File: src/design/pbrt_pkg.sv
// Package: shared types and constants for the picture buffer refcount table.
`default_nettype none
package pbrt_pkg;
  localparam int DEPTH = 16;
  localparam int IDX_W = $clog2(DEPTH);
  localparam int KEY_W = 48;
  localparam int HDL_W = 16;
  localparam int SZ_W = 24;
  localparam int CNT_W = $clog2(DEPTH + 1);
  localparam int CAP_W = 5;
  localparam int REF_W = 2;
  localparam logic [REF_W-1:0] INIT_REFS = REF_W'(2);
  localparam logic [CAP_W-1:0] CAP_RESET = CAP_W'(16);
  localparam logic [KEY_W-1:0] WIN_RESET = KEY_W'(500000000);

  localparam logic [1:0] REQ_WRITE = 2'd0;
  localparam logic [1:0] REQ_RELEASE = 2'd1;
  localparam logic [1:0] REQ_READ = 2'd2;
  localparam logic [1:0] REQ_NOP = 2'd3;

  localparam logic [1:0] ST_OK = 2'd0;
  localparam logic [1:0] ST_FULL = 2'd1;
  localparam logic [1:0] ST_NONE = 2'd2;
  localparam logic [1:0] ST_UNKNOWN = 2'd3;

  localparam logic CFG_CAPACITY = 1'b0;
  localparam logic CFG_WINDOW = 1'b1;

  typedef struct packed {
    logic [1:0]       req_type;
    logic [KEY_W-1:0] timestamp;
    logic [HDL_W-1:0] payload_handle;
    logic [SZ_W-1:0]  payload_size;
  } in_item_t;

  typedef struct packed {
    logic [1:0]       status;
    logic [KEY_W-1:0] key_used;
    logic [HDL_W-1:0] out_handle;
    logic [SZ_W-1:0]  out_size;
    logic [CNT_W-1:0] occupancy;
  } out_item_t;

  // Broadcast from sequencer to every cell.
  typedef struct packed {
    logic [KEY_W-1:0] cmp_key;
    logic [KEY_W-1:0] ts;
    logic [KEY_W-1:0] prev;
    logic [KEY_W-1:0] lo;
    logic             wide;
    logic             jumped;
    logic [HDL_W-1:0] handle;
    logic [SZ_W-1:0]  size;
  } cell_bcast_t;

  typedef struct packed {
    logic             valid;
    logic             hit;
    logic             win;
    logic             mark;
    logic             last_ref;
    logic [KEY_W-1:0] key;
    logic [HDL_W-1:0] handle;
    logic [SZ_W-1:0]  size;
  } cell_stat_t;
endpackage
`default_nettype wire

File: src/design/pbrt_cell.sv
// One table entry: key, payload, reference count and scan token stage.
`default_nettype none
module pbrt_cell (
  input  wire                      clk,
  input  wire                      rst_n,
  input  wire pbrt_pkg::cell_bcast_t bcast,
  input  wire                      wr_sel,
  input  wire                      dec_sel,
  input  wire                      tok_in,
  output logic                     tok_out,
  output pbrt_pkg::cell_stat_t     stat
);
  logic                          valid_r;
  logic [pbrt_pkg::KEY_W-1:0]    key_r;
  logic [pbrt_pkg::HDL_W-1:0]    handle_r;
  logic [pbrt_pkg::SZ_W-1:0]     size_r;
  logic [pbrt_pkg::REF_W-1:0]    refs_r;
  logic                          tok_r;
  logic                          win;
  logic                          mark;
  logic                          drop;

  always_comb begin
    win = valid_r && (key_r < bcast.ts) && (bcast.wide || (key_r > bcast.lo));
    mark = win || (valid_r && bcast.jumped && (key_r > bcast.prev));
    drop = dec_sel || (tok_r && mark);
    stat.valid = valid_r;
    stat.hit = valid_r && (key_r == bcast.cmp_key);
    stat.win = win;
    stat.mark = mark;
    stat.last_ref = (refs_r <= pbrt_pkg::REF_W'(1));
    stat.key = key_r;
    stat.handle = handle_r;
    stat.size = size_r;
    tok_out = tok_r;
  end

  always_ff @(posedge clk) begin
    if (!rst_n) begin
      valid_r <= 1'b0;
      tok_r <= 1'b0;
    end else begin
      tok_r <= tok_in;
      if (wr_sel) begin
        valid_r <= 1'b1;
      end else if (drop && refs_r <= pbrt_pkg::REF_W'(1)) begin
        valid_r <= 1'b0;
      end
    end
  end

  always_ff @(posedge clk) begin
    if (wr_sel) begin
      key_r <= bcast.cmp_key;
      handle_r <= bcast.handle;
      size_r <= bcast.size;
      refs_r <= pbrt_pkg::INIT_REFS;
    end else if (drop) begin
      refs_r <= (refs_r <= pbrt_pkg::REF_W'(1)) ? '0 : refs_r - pbrt_pkg::REF_W'(1);
    end
  end
endmodule
`default_nettype wire

File: config.mk
export PLATFORM = sky130hd
export DESIGN_NAME = pbrt_cell
export DESIGN_NICKNAME = d
export VERILOG_FILES = /design/src/design/pbrt_pkg.sv /design/src/design/pbrt_cell.sv
export SDC_FILE = /design/constraint.sdc
export NUM_CORES = 1
export LEC_CHECK = 0
export ABC_CLOCK_PERIOD_IN_PS = 4000
export BUFFER_PORTS_ARGS = -buffer_cell sky130_fd_sc_hd__buf_2
export CORE_AREA = 2 2 131 133
export CTS_BUF_LIST = sky130_fd_sc_hd__clkbuf_8
export DETAILED_ROUTE_END_ITERATION = 6
export DIE_AREA = 0 0 133 135
export HOLD_SLACK_MARGIN = 0.06
export PLACE_DENSITY = 0.83
export SYNTH_ARGS = -nofsm -noshare
export SYNTH_HDL_FRONTEND = slang
export SYNTH_SLANG_ARGS = --single-unit
File: constraint.sdc
create_clock -name clk -period 4 [get_ports clk]
set_clock_uncertainty 0.1 [all_clocks]
set_input_delay 1 -clock clk [delete_from_list [all_inputs] [get_ports clk]]
set_output_delay 1 -clock clk [all_outputs]
set_load 0.005 [all_outputs]
# Word-level counts from Yosys, hierarchy flattened
# Cells that the tools add are included.
# word_totals
word_cells	26
reg_bits	92
in_bits	239
out_inout_bits	94
romBits	0
mem_count	0
ramBits	0
latch_bits	0
# op_classes
bitwise_logic	0
n_shift	0
n_mul	0
eq_ne	1
div	0
n_mux	3
reduce_logical	11
addsub	1
n_lt_le_gt_ge	4
# op_table
operator	n
48-bit greater-than comparator	2
48-bit == test	1
48-bit < comparator	1
1-bit logical AND	7
1-bit logical OR	3
2-bit by 1-bit less-or-equal comparator with 1-bit output (second input constant)	1
1-bit two-way mux	2
2-bit two-way mux	1
2-bit nonzero test	1
2-bit by 1-bit subtractor with 2-bit output (second input constant)	1

# Longest topological paths before layout
# depth
word_depth	9
depth_mapped	11

# Worst setup path before layout
# Ideal clock, no wire load.
# synth_timing
kind	input to output
startpoint	in bcast[63] (netlist name)
endpoint	out stat[89] (netlist name)
setup_slack_ns	0.162
t_arrival_ns	2.738
n_path_buf	1
path_stages	11
required_time_ns	2.900
path_cell_list	inv_1 ha_1 a21o_1 a21o_1 a21oi_1 o31ai_1 o41ai_1 a21oi_1 and2_1 a21o_2 buf_4
# synth_between
elab_chain_len	4
# synth_rtl
item	line_no	text
start: declaration	pbrt_cell.sv:6	input wire pbrt_pkg::cell_bcast_t bcast,
48-bit greater-than comparator	pbrt_cell.sv:24	win = valid_r && (key_r < bcast.ts) && (bcast.wide || (key_r > bcast.lo));
1-bit logical OR	pbrt_cell.sv:24	
1-bit logical AND	pbrt_cell.sv:24	
via win	pbrt_cell.sv:19	logic win;
1-bit logical OR	pbrt_cell.sv:25	mark = win || (valid_r && bcast.jumped && (key_r > bcast.prev));
end: declaration	pbrt_cell.sv:11	output pbrt_pkg::cell_stat_t stat
# The timed path passes the listed nets, and every way through them passes these cells.

==> impl_metrics.ini <==
[status]
outcome = complete, but fails checks
violations = setup timing

[logic_synthesis]
syn_area_per_cell_um2 = 10.06
synth-xor-area-share_pct = 5.232
syn_inst = 699
synth_enable_flop_cells = 88
synthSimpleGateAreaFrac_pct = 10.14
synthMuxAreaShare_pct = 0.1424
ys_warn_count = 0
synth_adder_area_share_pct = 25.45
synth_compound_area_share_pct = 11.76
yosysUniqueCellTypes = 54
yosys_register_bits = 92
synth_seq_area_share_pct = 38.73
syn-num-nets = 1081
synthFlopType = edfxtp_1
synth_top_family_by_area = adder cells
async_reset_ff_share_pct = 0
syn_area_um2 = 7030

[global_route]
antenna_found_initial = 3
first_global_vias = 6907
grt_pass1_wl_um = 34580
grt_max_degree = 62
grt_overflow = 0
grtUsageTotal_pct = 25.09

[timing]
setup_slack_ns = -0.1077
tightestPinTransition_ns = 0.7827
final.min_clock_period_ns = 4.108
final-hold-violation-count = 0
slew_headroom_pct = 47.82
hold-worst-slack_ns = 0.4135
setup_viol = 1
setup_tns_ns = -0.1077
fin_crit_sh_pct = 102.7
clock.fmax_mhz = 243.4
rsz0062_at_grt = true
slew_viol_final = 0

[job]
max_cap_viol_count = 0

[clock_network]
cts_hold_buf = 0
clock_sinks = 92
cts_max_level = 3
path_clk_slew_ns = 0.09
cts_buffers = 9
clkLatencyLatePin_ns = 0.39
clock_path_buffers = 2
cts_tree = built
ctsRootBufferMaster = clkbuf_8

[final_layout]
final_util_pct = 58.28
register_area_um2 = 2723
layout_commonest_cell = buf_2
multi_input_comb_area_um2 = 3896
nets = 1443
instances_no_fill = 1287
drive_gt1_share_pct = 38.37
final_cell_mix = buf_2 (326), inv_1 (148), ha_1 (136)
area_growth_pct = 36.00
nFillCells = 1446

[placement]
pre_cts_ws_ns = -0.2447
io_buffers = 332
gp_congestion = 0.9148
placed_cells_incl_taps = 1262
hpwl_um = 19180

[routing]
vias = 6617
wl_per_cell_um = 17.87
antenna_left = 0
drtIter0Drc = 229
vias_per_cell = 5.141
firstDrtPassIters = 5
drc = 0
totalWireLength_um = 22990

[setup_path]
arrival_ns = 3.01
critPathLaunchType = primary input
critPathKind = in -> out
cp_max_fo = 3
r2r_slack_ns = 0.85
crit_required_ns = 2.90
cp-end-kind = output port

[floorplan]
die_h_um = 135
io_pins = 333
initial_core_util_pct = 42.85
core_um2 = 16410
dieWidth_um = 133
die-area_um2 = 17960
num_rows = 47

[power_and_ir_drop]
power_density_nw_per_um2 = 281.7
clockPowerShare_pct = 25.8
power_leakage_uw = 0.005035
power_frac_comb_pct = 28.2
vdd_ir_drop_max_mv = 0.2424
p_seq_share_pct = 46.0
switchingPower_uw = 872.0
switching_share_pct = 32.37
power.internal_uw = 1822

[hold_path]
hold_class = reg -> reg
worst max-delay path, cell delays in order:
cell,delay (ns)
buf_6,0.09
inv_2,0.06
ha_4,0.20
nand4_1,0.20
buf_4,0.16
nor3_2,0.03
a211oi_1,0.23
o211ai_1,0.17
a311oi_2,0.30
a21oi_2,0.10
and2_4,0.15
a21o_2,0.18
buf_6,0.12
final timing paths:
check | from | depth (start not counted) | to
worst max-delay path | bcast[83] | 13 | stat[89]
worst min-delay path | refs_r[0]$_SDFFE_PP0P_ | 2 | refs_r[0]$_SDFFE_PP0P_
worst max register to register | key_r[44]$_DFFE_PP_ | 13 | refs_r[0]$_SDFFE_PP0P_
worst min register to register | refs_r[0]$_SDFFE_PP0P_ | 2 | refs_r[0]$_SDFFE_PP0P_
synthesized netlist by cell type, types with 2 or more instances:
cell type	number	area [um2]
dfxtp_1	4	80.08
and2_1	2	12.51
o211ai_1	3	22.52
nand3_1	10	50.05
o21a_1	2	15.01
o21ai_0	20	100.1
buf_4	3	22.52
xor2_1	24	210.2
a21o_1	12	90.09
nor2_1	11	41.29
nand4_1	33	206.5
o22ai_1	5	31.28
and3_1	2	12.51
nand2_1	40	150.1
inv_1	154	578.1
xnor2_1	18	157.7
nor2b_1	6	37.54
a311oi_1	2	17.52
nand2b_1	3	18.77
nor4_1	10	62.56
nor3_1	9	45.04
edfxtp_1	88	2643
a31oi_1	2	12.51
a21oi_1	58	290.3
ha_1	143	1789
a211oi_1	7	52.55
registers in the layout, summed over array words and instances, names as in the netlist:
register  count
key_r        48
size_r       24
handle_r     16
refs_r        2
tok_out       1
valid_r       1
per-stage QoR:
stage / area (um2) / power, uW
after floorplan: 7030 / 1604
after global placement: 9052 / 1952
after detailed placement: 9052 / 1977
after CTS: 9459 / 2693
after global routing: 9559 / 2848
final: 9562 / 2694
logic make-up after synthesis:
group / count (synthesis)
buffers and inverters: 157
adders and majority gates: 143
and+or+nand+nor: 134
AOI/OAI and AO/OA: 130
DFF: 92
xor gates and xnor gates: 42
muxes: 1
cell type report:
class / count / area share (%)
Antenna cell: 1 / 0.02617
Clock buffer: 9 / 1.295
Clock inverter: 7 / 0.9683
Inverter: 154 / 6.072
Multi-Input combinational cell: 450 / 40.75
Sequential cell: 92 / 28.47
Tap cell: 220 / 2.879
Timing Repair Buffer: 354 / 19.54
power by group through the flow:
stage / sequential [uW] / clock, uW / combinational (uW)
2_1_floorplan: 1230 / 0 / 371
3_3_place_gp: 1250 / 0 / 697
3_5_place_dp: 1260 / 0 / 719
4_1_cts: 1240 / 711 / 744
5_1_grt: 1250 / 741 / 859
6_report: 1240 / 695 / 761
per-layer routing:
layer,track usage [%],up-vias,wire length (um)
li1,-,3210,-
met1,28.69,3066,8867
met2,45.62,290,11610
met3,6.344,47,1863
met4,8.662,4,626
met5,0,-,27
timing repair:
action                                  CTS  global route
endpoints found under the setup margin    3             3
pin swaps                                25            14
setup buffers                             6             2
gates resized for setup                  24            17
No activity file was read; power rests on OpenSTA's default activity.
